`src/swhc_pkg.sv`:
```
package swhc_pkg;

    // Field widths
    localparam int TS_W   = 31;
    localparam int HC_W   = 25;
    localparam int STAT_W = 2;
    localparam int WL_W   = 10;

    // Window length after reset
    localparam logic [WL_W-1:0] WL_RESET = 10'd300;

    // Command codes
    localparam logic CMD_QUERY = 1'b0;
    localparam logic CMD_HIT   = 1'b1;

    // Status codes
    localparam logic [STAT_W-1:0] STATUS_OK           = 2'd0;
    localparam logic [STAT_W-1:0] STATUS_DROPPED      = 2'd1;
    localparam logic [STAT_W-1:0] STATUS_OUT_OF_ORDER = 2'd2;

    // Item queue between front and back
    localparam int Q_DEPTH = 2;
    localparam int QP_W    = $clog2(Q_DEPTH);
    localparam int QC_W    = $clog2(Q_DEPTH + 1);

    typedef struct packed {
        logic            command;
        logic [TS_W-1:0] timestamp;
    } item_t;

    // Head of the item queue as seen by the back end
    typedef struct packed {
        logic            valid;
        logic            is_hit;
        logic [TS_W-1:0] timestamp;
    } head_t;

endpackage

```
`src/swhc_if.sv`:
```
interface swhc_item_if;
    import swhc_pkg::*;

    logic            valid;
    logic            ready;
    logic            command;
    logic [TS_W-1:0] timestamp;

    modport source (output valid, output command, output timestamp, input ready);
    modport sink   (input valid, input command, input timestamp, output ready);
endinterface


```
`src/swhc_front.sv`:
```
module swhc_front (
    input  logic            clk,
    input  logic            rst_n,
    swhc_item_if.sink       item,
    input  logic            pop,
    output swhc_pkg::head_t head
);
    import swhc_pkg::*;

    item_t           q_mem [Q_DEPTH];
    logic [QP_W-1:0] rd_ptr_reg, rd_ptr_next;
    logic [QP_W-1:0] wr_ptr_reg, wr_ptr_next;
    logic [QC_W-1:0] count_reg, count_next;
    logic            push;
    item_t           q_head;

    function automatic logic [QP_W-1:0] ptr_inc(input logic [QP_W-1:0] p);
        return (p == QP_W'(Q_DEPTH - 1)) ? '0 : p + QP_W'(1);
    endfunction

    // Accept a beat whenever the queue has room
    assign item.ready = (count_reg < QC_W'(Q_DEPTH));
    assign push       = item.valid && item.ready;

    // Classify the head item for the back end
    assign q_head      = q_mem[rd_ptr_reg];
    assign head.valid  = (count_reg != '0);
    assign head.is_hit = (q_head.command == CMD_HIT);
    assign head.timestamp = q_head.timestamp;

    // Pointer and count update
    always_comb
    begin
        rd_ptr_next = rd_ptr_reg;
        wr_ptr_next = wr_ptr_reg;
        count_next  = count_reg;
        if (push)
        begin
            wr_ptr_next = ptr_inc(wr_ptr_reg);
        end
        if (pop)
        begin
            rd_ptr_next = ptr_inc(rd_ptr_reg);
        end
        if (push && !pop)
        begin
            count_next = count_reg + QC_W'(1);
        end
        else if (!push && pop)
        begin
            count_next = count_reg - QC_W'(1);
        end
    end

    always_ff @(posedge clk or negedge rst_n)
    begin
        if (!rst_n)
        begin
            rd_ptr_reg <= '0;
            wr_ptr_reg <= '0;
            count_reg  <= '0;
        end
        else
        begin
            rd_ptr_reg <= rd_ptr_next;
            wr_ptr_reg <= wr_ptr_next;
            count_reg  <= count_next;
        end
    end

    // Queue storage
    always_ff @(posedge clk)
    begin
        if (push)
        begin
            q_mem[wr_ptr_reg] <= '{command: item.command, timestamp: item.timestamp};
        end
    end

endmodule

```
`src/flat_wrapper.sv`:
```
// flat-port wrapper written by rule: the top's interface ports become plain ports
module swhc_front_flat import swhc_pkg::*;
  (clk, rst_n, pop, head, item_valid, item_command, item_timestamp, item_ready);
  swhc_item_if item_i ();
  input  logic clk;
  input  logic rst_n;
  input  logic pop;
  output swhc_pkg::head_t head;
  input wire logic [$bits(item_i.valid)-1:0] item_valid;
  input wire logic [$bits(item_i.command)-1:0] item_command;
  input wire logic [$bits(item_i.timestamp)-1:0] item_timestamp;
  output wire logic [$bits(item_i.ready)-1:0] item_ready;
  assign item_i.valid = item_valid;
  assign item_i.command = item_command;
  assign item_i.timestamp = item_timestamp;
  assign item_ready = item_i.ready;
  swhc_front u_core (.clk(clk), .rst_n(rst_n), .item(item_i), .pop(pop), .head(head));
endmodule
```
`config.mk`:
```
export PLATFORM = sky130hd
export DESIGN_NAME = swhc_front_flat
export DESIGN_NICKNAME = d
export VERILOG_FILES = /design/src/swhc_pkg.sv /design/src/swhc_if.sv /design/src/swhc_front.sv /design/src/flat_wrapper.sv
export SDC_FILE = /design/constraint.sdc
export NUM_CORES = 1
export LEC_CHECK = 0
export BUFFER_PORTS_ARGS = -buffer_cell sky130_fd_sc_hd__buf_2
export CORE_UTILIZATION = 54
export CTS_BUF_LIST = sky130_fd_sc_hd__clkbuf_4
export DETAILED_ROUTE_END_ITERATION = 8
export PLACE_DENSITY = 0.81
export SYNTH_ARGS = -nofsm -noshare
export SYNTH_HDL_FRONTEND = slang
export SYNTH_SLANG_ARGS = --single-unit
```
`constraint.sdc`:
```
create_clock -name clk -period 2.85 [get_ports clk]
set_clock_uncertainty 0.05 [all_clocks]
set_input_delay 0.57 -clock clk [delete_from_list [all_inputs] [get_ports clk]]
set_output_delay 0.57 -clock clk [all_outputs]
set_load 0.02 [all_outputs]
```
== Yosys cells after proc, flatten, opt, wreduce, memory -nomap -nowiden ==
Memories as Yosys holds them, arrays and structs flattened.
Cells that the tools add are included.

* Register bits: 4
* Memory bits (writable): 64
* Bits of input ports: 36
* Output and inout bits: 34
* Word-level logic and storage cells: 22
* Memories: 1

{| class="wikitable"
|+ Memory list
! name !! words !! bits a word !! read ports !! clocked after Yosys merged registers in !! write ports !! RTL line !! RTL
|-
| u_core.q_mem || 2 || 32 || 1 || 0 || 1 || swhc_front.sv:10 || <nowiki>item_t q_mem [Q_DEPTH];</nowiki>
|}

* Add/subtract/negate cells: 4
* Magnitude comparators: 1
* Mux-type cells: 6
* Reduce and logical (&&, ||, !) cells: 7

{| class="wikitable"
|+ Operators by type and width
! kind !! count
|-
| two-way mux 1 bit || 4
|-
| two-way mux 2 bit || 2
|-
| nonzero test 2 bit || 2
|-
| logical AND 1 bit || 3
|-
| adder 1 bit, second input constant || 2
|-
| adder 2 x 1 -> 2 bit, second input constant || 1
|-
| logical NOT 1 bit || 2
|-
| < comparator 2 bit, second input constant || 1
|-
| subtractor 2 x 1 -> 2 bit, second input constant || 1
|}

== Longest topological paths before layout ==
Gate-level depths: netlist of the first run.

* Depth in word-level cells: 6
* Gate-level depth with buffers: 5
* Mapped depth without buffers: 5

== Worst setup path after synthesis of the first run ==
No wires, ideal clock.

* Path kind: input port to flip-flop
* Start point: input port item_valid
* End point: memory u_core.q_mem[0][0] (netlist bit) (enable)
* Arrival: 2.293 ns
* Path slack: 0.082 ns
* Stages: 2
* Path buffers: 0
* Cells stage by stage: nor2b_1 -> nor2b_1

* Cells in the longest elaborated chain, start to end: 3

{| class="wikitable"
|+ RTL lines
! what !! RTL line !! RTL
|-
| start: declaration || flat_wrapper.sv:9 || <nowiki>input wire logic [$bits(item_i.valid)-1:0] item_valid;</nowiki>
|-
| logical AND 1 bit || swhc_front.sv:23 || <nowiki>assign push = item.valid && item.ready;</nowiki>
|-
| two-way mux 1 bit || swhc_front.sv:74 || <nowiki>if (push)</nowiki>
|-
| two-way mux 1 bit (implied by the code) || swhc_front.sv:76 || <nowiki>q_mem[wr_ptr_reg] <= '{command: item.command, timestamp: item.timestamp};</nowiki>
|-
| end: declaration || swhc_front.sv:10 ||
|}

No other way between the ends.

==> results of run 1 <==
-- per-layer routing --
metal	GRT usage	vias up
met1	0.202	623
met4	0.0959	0
met3	0.0667	10
met5	0	-
met2	0.276	43
li1	-	615
-- worst max-delay path: stages (launching register included) --
cell	delay, ns
dfrtp_2	0.65
buf_12	0.25
mux2_4	0.32
buf_2	0.16
-- power groups by stage --
stage	registers, uW	clock network [uW]	logic, uW
6_report	1430	586	1140
3_3_place_gp	1430	0	1120
5_1_grt	1450	647	1200
2_1_floorplan	1380	0	956
4_1_cts	1430	599	1140
3_5_place_dp	1450	0	1140
-- metrics by stage --
| stage | std cells | utilization | cell area, um^2 | total power [uW] | setup WS (ns) |
|---|---|---|---|---|---|
| floorplan | 117 | - | 2660 | 2340 | 0.0820 |
| CTS | 270 | 0.682 | 3220 | 3180 | 0.416 |
| detailed placement | 253 | 0.651 | 3080 | 2600 | 0.854 |
| global route | 270 | 0.682 | 3220 | 3300 | 0.349 |
| global placement | 253 | 0.651 | 3080 | 2550 | 0.886 |
| finish | 270 | 0.682 | 3220 | 3150 | 0.459 |
-- worst paths after layout --
kind                                                    to  slack, ns  cells past startpoint
min in group asynchronous    u_core.wr_ptr_reg$_DFFE_PN0P_       0.45                      2
max reg2reg                   u_core.q_mem[0][8]$_DFFE_PP_       1.12                      3
max in group asynchronous    u_core.rd_ptr_reg$_DFFE_PN0P_       2.18                      2
min                          u_core.q_mem[1][21]$_DFFE_PP_       0.31                      1
max                                               head[29]       0.46                      3
min reg2reg                u_core.count_reg[0]$_DFFE_PN0P_       0.49                      1
-- area by class of cell --
type	instances	area (um^2)	area share
clock buffers	9	67.6	0.0210
well taps	67	83.8	0.0260
flip-flops and latches	68	2020	0.628
repair buffers	74	410	0.127
clock inverters	7	66.3	0.0206
inverters	2	7.51	0.00233
multi-input cells	43	562	0.174
-- cell families (layout without fill, tap and decap cells) --
| family | after synthesis | count (layout) |
|---|---|---|
| flops | 68 | 68 |
| xor+xnor | 5 | 5 |
| fa+ha+maj | 1 | 1 |
| mux | 32 | 32 |
| simple gates | 5 | 5 |
| buf+inv | 6 | 92 |
-- layout by cell type, fill, tap and decap left out, drive strengths merged, types with 2 or more instances in the layout --
master	Yosys	layout
buf	4	73
edfxtp	64	64
mux2	32	32
clkbuf	0	9
dfrtp	4	4
xor2	3	3
inv	2	3
clkinv	0	3
xnor2	2	2
clkinvlp	0	2
nor2b	2	2
-- repair_timing --
action,CTS,global route
hold endpoints to repair,4,0
endpoints found under the setup margin,0,0
hold buffers,1,0
==> impl_metrics.py, run 1 <==
metrics = {
    "synthesis": {
        "synth-seq-cells": 68,
        "yosys_warnings": 0,
        "yosys.area.top_type": "edfxtp_1",
        "synth_flop_cell": "edfxtp_1",
        "synth_compound_area_frac": 0,
        "yosys.area_share.simple": 0.0108,
        "synth_fa_ha_area_frac": 0.00471,
        "syn_inst": 117,
        "syn_nets": 154,
        "synth_xor_area_frac": 0.0165,
        "synth_common_cells": "edfxtp_1, mux2_4, dfrtp_1",
        "synth_edf_count": 64,
        "seq_area_frac_synth": 0.762,
        "yosysMostFrequentCell": "edfxtp_1",
        "ys_top_cells_by_area": "edfxtp_1, mux2_4, dfrtp_1, buf_12, mux2_2",
        "synth_mux_area_frac": 0.177,
        "synth_top_area_share": 0.724,
        "ys_types": 14,
        "netlist_area_um2": 2660,
        "avgSynthCellArea_um2": 22.7,
        "async_flop_share": 0.0588,
        "synth_top_family_by_area": "multiplexers",
    },
    "timing": {
        "rsz0062_at_grt": "no",
        "fin_crit_ns": 2.39,
        "final_hold_viol_count": 0,
        "setup_viol": 0,
        "tightest_slew_ns": 0.444,
        "fmax_mhz": 418,
        "post-route-period-util": 0.839,
        "timing.slew.headroom": 0.703,
        "holdWs_ns": 0.308,
        "final_max_slew_viol_count": 0,
        "tns_ns": 0,
    },
    "setup_path": {
        "endpoint_kind": "primary output",
        "worstPathMaxFanout": 20,
        "path_class": "flop to primary output",
        "arrival_ns": 1.77,
        "crit_required_ns": 2.23,
        "crit_path_start": "u_core.rd_ptr_reg$_DFFE_PN0P_",
        "rr_startpoint": "u_core.count_reg[1]$_DFFE_PN0P_",
        "cp-start-kind": "flop",
    },
    "floorplan": {
        "core_area_um2": 4720,
        "num_rows": 25,
        "ioPinCount": 70,
        "initial_core_util": 0.562,
        "die_w_um": 72.1,
        "die_h_um": 72.1,
        "dieArea_um2": 5200,
    },
    "clock_tree": {
        "path_clk_slew_ns": 0.12,
        "post_cts_buffers": 0,
        "cts_tree": "built",
        "cts.path.max_buffers": 2,
        "clk-insertion-delay-late_ns": 0.38,
        "cts_inserted_buffers": 9,
        "clock-root-buffer": "clkbuf_4",
        "htree_levels": 3,
        "cts-resized-gates": 0,
        "clock_sinks": 68,
    },
    "routing": {
        "dr_wl_met3_um": 206,
        "highest_layer": "met4",
        "viasPerCell": 4.78,
        "route.layer.met1.wl_um": 1640,
        "dr_wl_met2_um": 2130,
        "final_antenna_net_count": 0,
        "drc": 0,
        "vias": 1291,
        "drt_iter0_markers": 65,
        "wl_per_cell_um": 15.0,
        "drt_wl_total_um": 4060,
        "first_pass_iters": 4,
    },
    "finish": {
        "syn_to_final_growth_pct": 21.3,
        "antenna_cells": 0,
        "fillers": 305,
        "layout-drive-gt1-share": 0.601,
        "layout.nets": 235,
        "largest_reg_flops": 64,
    },
    "pwr": {
        "peakVddDrop_mv": 0.738,
        "power_frac_clock": 0.186,
        "p_int_uw": 2120,
        "leakagePower_uw": 0.00131,
        "power_frac_comb": 0.360,
        "pwr_density_cell_nw_per_um2": 978,
        "p_seq_frac": 0.454,
        "swShare": 0.326,
        "switchingPower_uw": 1030,
    },
    "place": {
        "dp.final_hpwl_um": 2930,
        "numPortBuffers": 69,
        "gp_congestion": 0.686,
    },
    "grt": {
        "grt_overflow_total": 0,
        "grt_max_degree": 21,
        "antenna_found_initial": 0,
        "grt_pass1_wl_um": 6310,
        "grt_pass1_vias": 1357,
        "grt.total_usage": 0.173,
    },
    "run": {
        "drv_cap": 0,
    },
    "hold_path": {
        "hp-start": "item_timestamp[21]",
        "hold_class": "primary input to flop",
    },
    "status": {
        "status": "finished, final reports clean",
    },
}
Power figures use the tool's default switching activity.
==> inputs of run 2 (changes only) <==
Settings changed: CORE_UTILIZATION 54 to 49, PLACE_DENSITY 0.81 to 0.78.
Clock period 2.85 ns to 2.07 ns, I/O delays scaled along.
==> run 2 against run 1 <==
Against the previous run: sequential share of layout area unchanged; sequential power rose by 34%; utilization shrank 5.9 points; critical path type unchanged.
==> impl_metrics.py, run 2 (synthesis gave the netlist of run 1 again) <==
metrics = {
    "status": {
        "status": "finished, final reports clean",
    },
    "clock_tree": {
        "cts.path.max_buffers": 2,
        "clk-insertion-delay-late_ns": 0.39,
        "cts-resized-gates": 0,
        "clock_sinks": 68,
        "clock-root-buffer": "clkbuf_4",
        "path_clk_slew_ns": 0.11,
        "cts_inserted_buffers": 9,
        "htree_levels": 3,
        "cts_tree": "built",
    },
    "setup_path": {
        "r2r_setup_slack_ns": 0.48,
        "crit_required_ns": 1.61,
        "path_class": "flop to primary output",
        "worstPathMaxFanout": 13,
        "endpoint_kind": "primary output",
        "cp-start-kind": "flop",
        "arrival_ns": 1.49,
        "crit_path_start": "u_core.rd_ptr_reg$_DFFE_PN0P_",
        "rr_startpoint": "u_core.count_reg[1]$_DFFE_PN0P_",
    },
    "floorplan": {
        "initial_core_util": 0.513,
        "core_area_um2": 5170,
        "die_w_um": 75.6,
        "dieArea_um2": 5720,
        "num_rows": 26,
        "ioPinCount": 70,
        "die_h_um": 75.6,
    },
    "finish": {
        "fin_area_um2": 3220,
        "largest_reg_flops": 64,
        "final_cell_mix": "buf_2, edfxtp_1, mux2_4, clkbuf_4, buf_4",
        "syn_to_final_growth_pct": 21.3,
        "layout_commonest_cell": "buf_2",
        "layout.nets": 238,
        "antenna_cells": 0,
        "layout-drive-gt1-share": 0.607,
        "fin_util": 0.623,
    },
    "timing": {
        "fmax_mhz": 512,
        "tns_ns": 0,
        "fin_crit_ns": 1.95,
        "timing.slew.headroom": 0.769,
        "post-route-period-util": 0.944,
        "holdWs_ns": 0.152,
        "rsz0062_at_grt": "no",
        "tightest_slew_ns": 0.346,
        "final_max_slew_viol_count": 0,
        "setup_viol": 0,
        "final_hold_viol_count": 0,
    },
    "routing": {
        "first_pass_iters": 4,
        "vias": 1293,
        "viasPerCell": 4.68,
        "wl_per_cell_um": 15.4,
        "final_antenna_net_count": 0,
        "drc": 0,
        "drt_iter0_markers": 34,
        "drt_wl_total_um": 4250,
    },
    "grt": {
        "antenna_found_initial": 0,
        "grt_overflow_total": 0,
        "grt_pass1_wl_um": 6150,
        "grt_max_degree": 20,
        "grt.total_usage": 0.163,
        "grt_pass1_vias": 1344,
    },
    "pwr": {
        "peakVddDrop_mv": 0.866,
        "pwr_density_cell_nw_per_um2": 1330,
        "leakagePower_uw": 0.00132,
    },
    "place": {
        "postPlaceCellArea_um2": 3100,
        "gp_congestion": 0.717,
        "dp.final_hpwl_um": 3000,
        "numPortBuffers": 69,
    },
    "run": {
        "drv_cap": 0,
    },
    "hold_path": {
        "hold_class": "primary input to flop",
        "hp-start": "item_timestamp[20]",
    },
}
run 2: through the flow:
stage / cells / worst slack [ns] / power [uW]
6_report: 276 / 0.116 / 4270
5_1_grt: 276 / 0.0336 / 4480
4_1_cts: 276 / 0.0872 / 4320
3_5_place_dp: 258 / 0.372 / 3620
3_3_place_gp: 258 / 0.431 / 3560
2_1_floorplan: 117 / 0.0506 / 3220
run 2: cell type report:
type | instances | area (um^2)
repair buffers | 77 | 433
well taps | 70 | 87.6
flip-flops and latches | 68 | 2020
fillers | 373 | 1950
clock buffers | 12 | 90.1
inverters | 2 | 7.51
multi-input cells | 43 | 562
clock inverters | 4 | 17.5
run 2: repair_timing:
| item | in CTS | in global routing |
|---|---|---|
| setup endpoints to repair | 19 | 0 |
| hold buffers | 1 | 0 |
| buffers inserted | 1 | 0 |
| hold endpoints to repair | 4 | 0 |
run 2: path summary, 6_finish.rpt:
check / cells after the start / end
max in group asynchronous: 2 / u_core.rd_ptr_reg$_DFFE_PN0P_
setup / recovery: 3 / head[5]
hold / removal: 1 / u_core.q_mem[1][20]$_DFFE_PP_
hold reg to reg: 1 / u_core.count_reg[0]$_DFFE_PN0P_
setup reg to reg: 3 / u_core.q_mem[0][22]$_DFFE_PP_
min in group asynchronous: 2 / u_core.count_reg[0]$_DFFE_PN0P_
run 2: where the power goes:
group / switching, uW / total, uW / internal (uW)
clock network: 415 / 692 / 277
registers: 104 / 1910 / 1810
logic: 869 / 1660 / 794
run 2: critical path, stage by stage (launching register included):
cell	delay [ns]
dfrtp_2	0.43
buf_12	0.17
mux2_2	0.34
buf_2	0.16
run 2: layer usage:
layer	share of wire	up-vias	track usage
li1	-	620	-
met1	0.38	617	0.165
met2	0.54	48	0.281
met3	0.056	8	0.0701
met4	0.018	0	0.0947
met5	0	-	0
==> inputs of run 3 (changes only) <==
Settings changed: ABC_AREA set to 1, CORE_MARGIN set to 3, PLACE_DENSITY 0.78 to 0.87.
==> run 3 against run 2 <==
Against the previous run: synthesized cell count rose by 6.8%; sequential share of layout area fell by 0.60 points; first-iteration DRC count rose by 120%; clock power fell by 1%; critical path depth did not move; routed wire length fell by 1.2%; final area rose by 0.97%; total power rose by 2.5%; register-to-register slack got worse by 0.02 ns; die area rose by 11%; critical endpoint is now head[29].
==> impl_metrics.py, run 3 <==
metrics = {
    "timing": {
        "timing.slew.headroom": 0.763,
        "tightest_slew_ns": 0.355,
        "rsz0062_at_grt": "no",
        "fmax_mhz": 511,
        "fin_crit_ns": 1.96,
        "final_hold_viol_count": 0,
        "setup_viol": 0,
        "post-route-period-util": 0.945,
        "final_max_slew_viol_count": 0,
    },
    "grt": {
        "antenna_found_initial": 0,
        "grt.total_usage": 0.146,
        "grt_overflow_total": 0,
        "grt_pass1_vias": 1426,
        "grt_pass1_wl_um": 6690,
        "grt_max_degree": 24,
    },
    "place": {
        "dp_cells": 264,
        "numPortBuffers": 69,
        "gp_congestion": 0.660,
        "dp.final_hpwl_um": 2960,
    },
    "synthesis": {
        "seq_area_frac_synth": 0.758,
        "synth-seq-cells": 68,
        "ys_types": 14,
        "synth_common_cells": "edfxtp_1, mux2_4, inv_1, nand2_1, dfrtp_1",
        "syn_nets": 162,
        "syn_inst": 125,
        "yosysMostFrequentCell": "edfxtp_1",
        "synth_top_area_share": 0.720,
        "synth_flop_cell": "edfxtp_1",
        "avgSynthCellArea_um2": 21.4,
        "yosys.area.top_type": "edfxtp_1",
        "async_flop_share": 0.0588,
        "synth_edf_count": 64,
        "yosys_warnings": 0,
        "netlist_area_um2": 2670,
        "ys_top_cells_by_area": "edfxtp_1, mux2_4, dfrtp_1, buf_12, mux2_2",
    },
    "floorplan": {
        "dieArea_um2": 6370,
        "core_area_um2": 5170,
        "die_h_um": 79.8,
        "num_rows": 26,
        "ioPinCount": 70,
        "initial_core_util": 0.516,
        "die_w_um": 79.8,
    },
    "clock_tree": {
        "clk-insertion-delay-late_ns": 0.38,
        "clock-root-buffer": "clkbuf_4",
        "cts.path.max_buffers": 2,
        "clock_sinks": 68,
        "cts_tree": "built",
        "cts_inserted_buffers": 9,
        "htree_levels": 3,
        "path_clk_slew_ns": 0.11,
    },
    "pwr": {
        "leakagePower_uw": 0.00135,
        "power_frac_comb": 0.401,
        "pwr_density_cell_nw_per_um2": 1350,
        "switchingPower_uw": 1450,
        "p_int_uw": 2930,
        "swShare": 0.331,
        "power_frac_clock": 0.157,
        "peakVddDrop_mv": 0.808,
        "p_seq_frac": 0.443,
    },
    "setup_path": {
        "arrival_ns": 1.49,
        "worstPathMaxFanout": 10,
        "crit_required_ns": 1.61,
        "endpoint_kind": "primary output",
        "cp-start-kind": "flop",
        "path_class": "flop to primary output",
    },
    "routing": {
        "wl_per_cell_um": 14.8,
        "final_antenna_net_count": 0,
        "viasPerCell": 4.70,
        "drt_iter0_markers": 74,
        "first_pass_iters": 4,
        "drc": 0,
        "drt_wl_total_um": 4190,
        "vias": 1330,
    },
    "finish": {
        "layout.nets": 245,
        "fin_util": 0.629,
        "antenna_cells": 0,
        "final_cell_mix": "buf_2, edfxtp_1, mux2_4, clkbuf_4, inv_1",
        "syn_to_final_growth_pct": 21.8,
        "largest_reg_flops": 64,
        "fillers": 377,
        "layout-drive-gt1-share": 0.587,
        "layout_commonest_cell": "buf_2",
        "layoutNonFillerInstCount": 283,
    },
    "status": {
        "status": "finished, final reports clean",
    },
    "run": {
        "drv_cap": 0,
    },
    "hold_path": {
        "hold_class": "primary input to flop",
    },
}
run 3: through the flow:
step	hold slack, ns	area (um^2)	total power, uW	setup slack (ns)	TNS (ns)
finish	0.155	3250	4380	0.115	0
global route	0.106	3250	4630	0.0235	0
CTS	0.122	3250	4430	0.0249	0
detailed placement	0.175	3110	3710	0.315	0
global placement	0.175	3110	3660	0.345	0
floorplan	0.0684	2670	3290	-0.476	-30.46
run 3: final timing paths:
| kind | cells past startpoint | end | slack (ns) | from |
|---|---|---|---|---|
| setup / recovery | 3 | head[29] | 0.11 | u_core.rd_ptr_reg$_DFFE_PN0P_ |
| hold reg to reg | 2 | u_core.count_reg[1]$_DFFE_PN0P_ | 0.46 | u_core.count_reg[1]$_DFFE_PN0P_ |
| max in group asynchronous | 2 | u_core.rd_ptr_reg$_DFFE_PN0P_ | 1.53 | rst_n |
| hold / removal | 1 | u_core.q_mem[0][29]$_DFFE_PP_ | 0.15 | item_timestamp[29] |
| setup reg to reg | 4 | u_core.q_mem[0][4]$_DFFE_PP_ | 0.46 | u_core.count_reg[1]$_DFFE_PN0P_ |
| min in group asynchronous | 2 | u_core.count_reg[1]$_DFFE_PN0P_ | 0.31 | rst_n |
run 3: layer usage:
layer,global-route usage,up-vias,share of wire
li1,-,643,-
met5,0,-,0
met3,0.0440,11,0.066
met4,0.0963,0,0.029
met1,0.168,628,0.41
met2,0.235,48,0.50
run 3: cell families (layout without fill, tap and decap cells):
family / after synthesis / in the layout / synth area share
XOR/XNOR: 3 / 3 / 0.00985
flip-flops: 68 / 68 / 0.758
multiplexers: 32 / 32 / 0.176
AND/OR/NAND/NOR: 10 / 10 / 0.0155
adder cells (fa/ha/maj): 1 / 1 / 0.00469
buffers and inverters: 11 / 99 / 0.0366
run 3: area by class of cell:
class | count | area, um^2 | share of cell area
Sequential cell | 68 | 2020 | 0.622
Multi-Input combinational cell | 46 | 564 | 0.174
Timing Repair Buffer | 76 | 442 | 0.136
Clock buffer | 12 | 90.1 | 0.0277
Tap cell | 70 | 87.6 | 0.0269
Inverter | 7 | 26.3 | 0.00808
Clock inverter | 4 | 18.8 | 0.00577
run 3: worst max-delay path, cell delays in order (launching register included):
cell and delay [ns]:
dfrtp_2 0.43, buf_6 0.20, mux2_4 0.31, buf_2 0.16
run 3: repair_timing:
item | in CTS | in global routing
endpoints found under the hold margin | 4 | 0
hold buffers | 1 | 0
buffers inserted | 2 | 0
setup endpoints to repair | 25 | 9
gates resized for setup | 0 | 1
run 3: power by group through the flow:
stage / combinational (uW) / sequential, uW / clock [uW]
3_3_place_gp: 1690 / 1980 / 0
3_5_place_dp: 1720 / 1990 / 0
5_1_grt: 1870 / 1970 / 792
4_1_cts: 1770 / 1940 / 715
6_report: 1750 / 1940 / 685
2_1_floorplan: 1360 / 1930 / 0
